## src/rtl/sbnf_pkg.sv

```systemverilog
// Package for the stereo biquad notch filter.
// Holds fixed-point formats, coefficient reset values and register indexes.
// No dependencies.
`default_nettype none

package sbnf_pkg;

	// Coefficient format: signed Q2.16
	localparam int COEF_BITS = 18;
	localparam int COEF_FRAC = 16;

	// Output history format: signed Q2.30
	localparam int Y_BITS = 32;
	localparam int Y_FRAC = 30;

	// Accumulator keeps the low bits of the full-precision sum (46 fraction bits)
	localparam int ACC_BITS = Y_BITS + COEF_FRAC;

	// Default sample width (Q1.23)
	localparam int DEFAULT_SAMPLE_BITS = 24;

	// Configuration port
	localparam int CFG_INDEX_BITS = 2;
	localparam int CFG_DATA_BITS  = COEF_BITS;

	typedef logic [CFG_INDEX_BITS-1:0] cfg_index_t;
	typedef logic signed [COEF_BITS-1:0] coef_t;

	localparam cfg_index_t REG_COEF_B1 = 2'd0;
	localparam cfg_index_t REG_COEF_A1 = 2'd1;
	localparam cfg_index_t REG_COEF_A2 = 2'd2;

	// Reset coefficients of the 60 Hz notch
	localparam coef_t COEF_B1_RESET = -18'sd131068;
	localparam coef_t COEF_A1_RESET = -18'sd131029;
	localparam coef_t COEF_A2_RESET = 18'sd65496;

endpackage

`default_nettype wire

```

## src/rtl/stereo_biquad_notch_filter.sv

```systemverilog
// Stereo second-order Direct Form I notch filter, top level.
// Depends on sbnf_pkg for formats, reset coefficients and register indexes.
// Usage:
//   Input channel (in_valid/in_ready) carries one signed sample and a
//   left_channel flag selecting the left (1) or right (0) history. The
//   output channel (out_valid/out_ready) returns one filtered sample per
//   input transaction, in order.
//   Path: a sample accepted into the input stage is filtered and lands in
//   the output register when the input stage advances, which sets
//   out_valid; a full, stalled output register holds it back.
//   Throughput: one sample per cycle unless stalled. Three parallel
//   18x32 multiplies and one 48-bit sum sit between the input stage and
//   the output register; history updates on the edge that loads it, so a
//   following sample of the same channel sees it without stalls.
//   Stall: while out_ready is low the output register holds its result,
//   one more sample waits in the input stage and in_ready drops.
//   Reset (arst_n low): both histories clear to zero, coefficients return
//   to the notch defaults, both stages empty.
//   The user must write coefficients through cfg_we/cfg_index/cfg_data
//   only while idle; the block does not enforce it. Index 3 is ignored.
`default_nettype none

module stereo_biquad_notch_filter
	import sbnf_pkg::*;
#(
	parameter int SAMPLE_BITS = DEFAULT_SAMPLE_BITS
) (
	input  wire logic                          clk,
	input  wire logic                          arst_n,
	// configuration write port
	input  wire logic                          cfg_we,
	input  wire logic [CFG_INDEX_BITS-1:0]     cfg_index,
	input  wire logic [CFG_DATA_BITS-1:0]      cfg_data,
	// input samples
	input  wire logic                          in_valid,
	output logic                               in_ready,
	input  wire logic signed [SAMPLE_BITS-1:0] sample_in,
	input  wire logic                          left_channel,
	// filtered samples
	output logic                               out_valid,
	input  wire logic                          out_ready,
	output logic signed [SAMPLE_BITS-1:0]      sample_out
);

	// Shift between sample format and Q2.30, either direction
	localparam int SH_UP   = (SAMPLE_BITS <= Y_FRAC + 1) ? (Y_FRAC + 1 - SAMPLE_BITS) : 0;
	localparam int SH_DOWN = (SAMPLE_BITS >  Y_FRAC + 1) ? (SAMPLE_BITS - Y_FRAC - 1) : 0;
	localparam int PROD_BITS = COEF_BITS + Y_BITS;

	// Sample (Q1.n) to Q2.30, floored when the sample has more fraction bits
	function automatic logic signed [Y_BITS-1:0] to_q30(
		input logic signed [SAMPLE_BITS-1:0] v
	);
		if (SAMPLE_BITS <= Y_FRAC + 1) begin
			to_q30 = Y_BITS'(v) <<< SH_UP;
		end else begin
			to_q30 = Y_BITS'(v >>> SH_DOWN);
		end
	endfunction

	// Q2.30 to sample format, floored and wrapped
	function automatic logic signed [SAMPLE_BITS-1:0] to_sample(
		input logic signed [Y_BITS-1:0] v
	);
		if (SAMPLE_BITS <= Y_FRAC + 1) begin
			to_sample = SAMPLE_BITS'(v >>> SH_UP);
		end else begin
			to_sample = SAMPLE_BITS'(v <<< SH_DOWN);
		end
	endfunction

	// Coefficient registers
	coef_t coef_b1_q;
	coef_t coef_a1_q;
	coef_t coef_a2_q;

	always_ff @(posedge clk or negedge arst_n) begin
		if (!arst_n) begin
			coef_b1_q <= COEF_B1_RESET;
			coef_a1_q <= COEF_A1_RESET;
			coef_a2_q <= COEF_A2_RESET;
		end else if (cfg_we) begin
			case (cfg_index)
				REG_COEF_B1: coef_b1_q <= coef_t'(cfg_data);
				REG_COEF_A1: coef_a1_q <= coef_t'(cfg_data);
				REG_COEF_A2: coef_a2_q <= coef_t'(cfg_data);
				default: ;
			endcase
		end
	end

	// Input stage
	logic                          valid_s1;
	logic signed [SAMPLE_BITS-1:0] sample_s1;
	logic                          chan_s1;
	logic                          advance;

	assign advance  = valid_s1 && (!out_valid || out_ready);
	assign in_ready = !valid_s1 || advance;

	always_ff @(posedge clk or negedge arst_n) begin
		if (!arst_n) begin
			valid_s1 <= 1'b0;
		end else if (in_ready) begin
			valid_s1 <= in_valid;
		end
	end

	always_ff @(posedge clk) begin
		if (in_valid && in_ready) begin
			sample_s1 <= sample_in;
			chan_s1   <= left_channel;
		end
	end

	// Per-channel history, index 0 right, 1 left
	logic signed [SAMPLE_BITS-1:0] x1_q [2];
	logic signed [SAMPLE_BITS-1:0] x2_q [2];
	logic signed [Y_BITS-1:0]      y1_q [2];
	logic signed [Y_BITS-1:0]      y2_q [2];

	// Filter datapath
	logic signed [SAMPLE_BITS-1:0] x1_cur;
	logic signed [SAMPLE_BITS-1:0] x2_cur;
	logic signed [Y_BITS-1:0]      y1_cur;
	logic signed [Y_BITS-1:0]      y2_cur;
	logic signed [Y_BITS-1:0]      x0_q30;
	logic signed [Y_BITS-1:0]      x1_q30;
	logic signed [Y_BITS-1:0]      x2_q30;
	logic signed [PROD_BITS-1:0]   prod_b1;
	logic signed [PROD_BITS-1:0]   prod_a1;
	logic signed [PROD_BITS-1:0]   prod_a2;
	logic [ACC_BITS-1:0]           acc;
	logic signed [Y_BITS-1:0]      y_new;

	assign x1_cur = x1_q[chan_s1];
	assign x2_cur = x2_q[chan_s1];
	assign y1_cur = y1_q[chan_s1];
	assign y2_cur = y2_q[chan_s1];

	assign x0_q30 = to_q30(sample_s1);
	assign x1_q30 = to_q30(x1_cur);
	assign x2_q30 = to_q30(x2_cur);

	assign prod_b1 = coef_b1_q * x1_q30;
	assign prod_a1 = coef_a1_q * y1_cur;
	assign prod_a2 = coef_a2_q * y2_cur;

	// Sum modulo 2^48; y is bits [47:16], which floors and wraps to Q2.30
	assign acc = {x0_q30, {COEF_FRAC{1'b0}}}
		+ prod_b1[ACC_BITS-1:0]
		+ {x2_q30, {COEF_FRAC{1'b0}}}
		- prod_a1[ACC_BITS-1:0]
		- prod_a2[ACC_BITS-1:0];

	assign y_new = $signed(acc[ACC_BITS-1 -: Y_BITS]);

	// History update on the edge the result is registered
	always_ff @(posedge clk or negedge arst_n) begin
		if (!arst_n) begin
			for (int i = 0; i < 2; i++) begin
				x1_q[i] <= '0;
				x2_q[i] <= '0;
				y1_q[i] <= '0;
				y2_q[i] <= '0;
			end
		end else if (advance) begin
			x2_q[chan_s1] <= x1_cur;
			x1_q[chan_s1] <= sample_s1;
			y2_q[chan_s1] <= y1_cur;
			y1_q[chan_s1] <= y_new;
		end
	end

	// Output register
	always_ff @(posedge clk or negedge arst_n) begin
		if (!arst_n) begin
			out_valid <= 1'b0;
		end else if (!out_valid || out_ready) begin
			out_valid <= valid_s1;
		end
	end

	always_ff @(posedge clk) begin
		if (advance) begin
			sample_out <= to_sample(y_new);
		end
	end

endmodule

`default_nettype wire
```

## config.mk

```make
export PLATFORM = sky130hd
export DESIGN_NAME = stereo_biquad_notch_filter
export DESIGN_NICKNAME = d
export VERILOG_FILES = /design/src/rtl/sbnf_pkg.sv /design/src/rtl/stereo_biquad_notch_filter.sv
export SDC_FILE = /design/constraint.sdc
export NUM_CORES = 2
export LEC_CHECK = 0
export BUFFER_PORTS_ARGS = -buffer_cell sky130_fd_sc_hd__buf_2
export CAP_MARGIN = 25
export CORE_MARGIN = 10
export CORE_UTILIZATION = 52
export DETAILED_ROUTE_END_ITERATION = 10
export PLACE_DENSITY = 0.77
export SLEW_MARGIN = 20
export SYNTH_ARGS = -nofsm -noshare
export SYNTH_HDL_FRONTEND = slang
export SYNTH_SLANG_ARGS = --single-unit
```

## constraint.sdc

```tcl
create_clock -name clk -period 18.3 [get_ports clk]
set_clock_uncertainty 0.2 [all_clocks]
set_input_delay 3.66 -clock clk [delete_from_list [all_inputs] [get_ports clk]]
set_output_delay 3.66 -clock clk [all_outputs]
set_load 0.01 [all_outputs]
```

==> flow_summary.ini <==
[outcome]
status = finished, final reports clean

[placed_design]
place.gp.congestion = 0.965
hpwl_um = 148000
dp_slack_ns = 4.42
dp.cells = 8312
numPortBuffers = 75

[worst_setup_path]
crit_buf_inv = 9
crit_family = adder cells
arrival_ns = 14.34
cp-startpoint = chan_s1
required_ns = 18.58
cpPeakStageDelay_ns = 0.62
cp_slowest_cell = a2111oi_2
crit_top_cell = fa_1
crit_type = reg2reg
r2r_start = chan_s1
crit_path_start_kind = flip-flop
cp-end-kind = flip-flop
worstPathMaxFanout = 122

[timing]
setup_viol = 0
fin_ws_ns = 4.24
rsz0062_at_grt = false
fin_crit_sh = 0.768
relSlewSlack = 0.287
slew_violations = 0
worst_slew_pin_slew_ns = 1.07
period_needed_ns = 14.06
clock.fmax_mhz = 71.1
hold_violations = 0
setup_tns_ns = 0

[yosys]
synth_flop_cell = dfrtp_1
syn_avg_cell_area_sq_um = 10.2
synth_cell_type_count = 74
ys_seq_area_frac = 0.124
synth-edff-count = 49
ys_ff_latch = 329
synthesis.nets = 8823
ys_async_sr_fraction = 0.851
syn_inst = 6734
netlist_area_sq_um = 68700
yosys_warnings = 0

[floorplanning]
rows = 133
dieArea_sq_um = 147000
io_pins = 76
dieHeight_um = 384
die_x_um = 384
initial_utilization = 0.523
coreArea_sq_um = 131000

[global_route]
grt_pass1_vias = 51400
grt_max_degree = 177
antenna_found_initial = 6
gr-usage-all-layers = 0.248
grt_remaining_overflow = 0
grt_pass1_wl_um = 288000

[finish]
drive_gt1_frac = 0.0757
syn_to_final_growth_pct = 4.69
final_nets = 8692
final_cells = 8385
n_fill_cell = 11200

[clock_network]
cts-resized-gates = 0
clk-insertion-delay-late_ns = 0.59
htreeDepth = 2
cts_setup_buffers = 0
cts_tree = yes
cts_root_buffer = clkbuf_16
holdBufCountCts = 0
cts.path.max_buffers = 3
clk_pin_slew_ns = 0.08
cts_inserted_buffers = 36
clock_sinks = 329

[detailed_routing]
first_iter_violations = 3436
routed_wl_um = 177000
vias_per_cell = 5.49
firstDrtPassIters = 5
drc_errors = 0
post_drt_wl_per_cell_um = 21.1
ant_nets = 0
via_count = 46000

[min_path]
hold_start = x2_q[42]
min_path_type = reg2reg

[flow_run]
maxCapViolCount = 0
==> worst paths after layout <==
check                                 to  slack [ns]  depth (start not counted)
max                             y1_q[63]        4.24                         41
min                             x2_q[42]        0.27                          2
max reg2reg                     y1_q[63]        4.24                         41
min reg2reg                     x2_q[42]        0.27                          2
max in group asynchronous  coef_b1_q[15]       13.47                          3
min in group asynchronous      out_valid        2.89                          1
==> metal layers <==
metal	track usage	up-vias	share of wire
met5	0	-	0
met4	0.0962	0	0.046
met3	0.0510	463	0.088
met2	0.401	1954	0.47
met1	0.330	24200	0.40
li1	-	19500	-
==> cell usage in the layout (no fill, tap or decap), drive strengths merged, types with 5 or more instances in the layout <==
cell type / count
xor2: 31
a21o: 31
a211oi: 11
mux2i: 16
fa: 1689
nor2: 84
a21boi: 5
mux2: 250
buf: 125
o21ai: 99
nand2: 975
ha: 350
inv: 1425
o211ai: 8
nor3: 9
nand2b: 19
clkbuf: 46
nor2b: 144
dfrtp: 261
or2: 27
and3: 10
dfstp: 19
a31oi: 9
edfxtp: 49
xnor2: 84
and2: 681
o21bai: 10
o31ai: 7
o21a: 12
clkinv: 11
a21oi: 59
nand3: 13
==> stage by stage <==
step	util	area, sq um	hold WS [ns]
5_1_grt	0.547	72000	0.280
4_1_cts	0.546	71800	0.273
3_3_place_gp	0.537	70600	0.254
6_report	0.547	72000	0.270
3_5_place_dp	0.537	70600	0.258
2_1_floorplan	-	68700	0.242
==> synthesized netlist by cell type (8+ instances only) <==
cell	number	area [sq um]
ha_1	350	4380
nand3_1	13	65.1
a31oi_1	8	50.1
xor2_1	29	254
mux2i_1	15	150
edfxtp_1	49	1470
o21bai_1	9	67.6
nor3_1	9	45.0
a21o_1	31	233
mux2_2	247	2780
nand2b_1	19	119
o21a_1	12	90.1
a21oi_1	58	290
and2_1	681	4260
nor2_1	84	315
a211oi_1	9	67.6
o211ai_1	8	60.1
dfstp_2	19	499
o21ai_0	95	475
nand2_1	975	3660
and3_1	10	62.6
xnor2_1	84	736
dfrtp_1	261	6530
inv_1	1421	5330
nor2b_1	144	901
fa_1	1689	33800
or2_2	27	169
clkbuf_1	285	1070
==> final cells by class <==
| class | instances | area (sq um) | area share |
|---|---|---|---|
| antenna | 1 | 2.50 | 0.0000348 |
| timing repair buffer | 126 | 892 | 0.0124 |
| sequential | 329 | 8510 | 0.118 |
| tap | 1755 | 2200 | 0.0305 |
| inverter | 1423 | 5340 | 0.0742 |
| clock inverter | 19 | 223 | 0.00309 |
| clock buffer | 45 | 986 | 0.0137 |
| multi-input combinational | 4687 | 53800 | 0.748 |
==> flip-flops by register name (all words and copies together) (netlist names) <==
name,count
coef_a1_q,18
sample_s1,24
x2_q,48
valid_s1,1
coef_a2_q,18
chan_s1,1
coef_b1_q,18
x1_q,48
y1_q,64
sample_out,24
y2_q,64
out_valid,1
==> worst reg2reg max path: cells and delay by family, from the launching register on <==
kind                       cells  cell delay, ns
AOI/OAI and AO/OA              7            2.21
xor gates and xnor gates       2            0.64
adders and majority gates     16            7.39
buffers and inverters          9            0.98
DFF                            1            0.37
muxes                          2            1.03
and+or+nand+nor                5            1.16
==> logic make-up after synthesis <==
| group | share of synthesized area |
|---|---|
| muxes | 0.0433 |
| and+or+nand+nor | 0.142 |
| AOI/OAI and AO/OA | 0.0265 |
| buffers and inverters | 0.0939 |
| DFF | 0.124 |
| adders and majority gates | 0.556 |
| xor gates and xnor gates | 0.0152 |
Power is not shown: default switching activity piles up to over one toggle a cycle in this logic, so the estimate is an artifact.
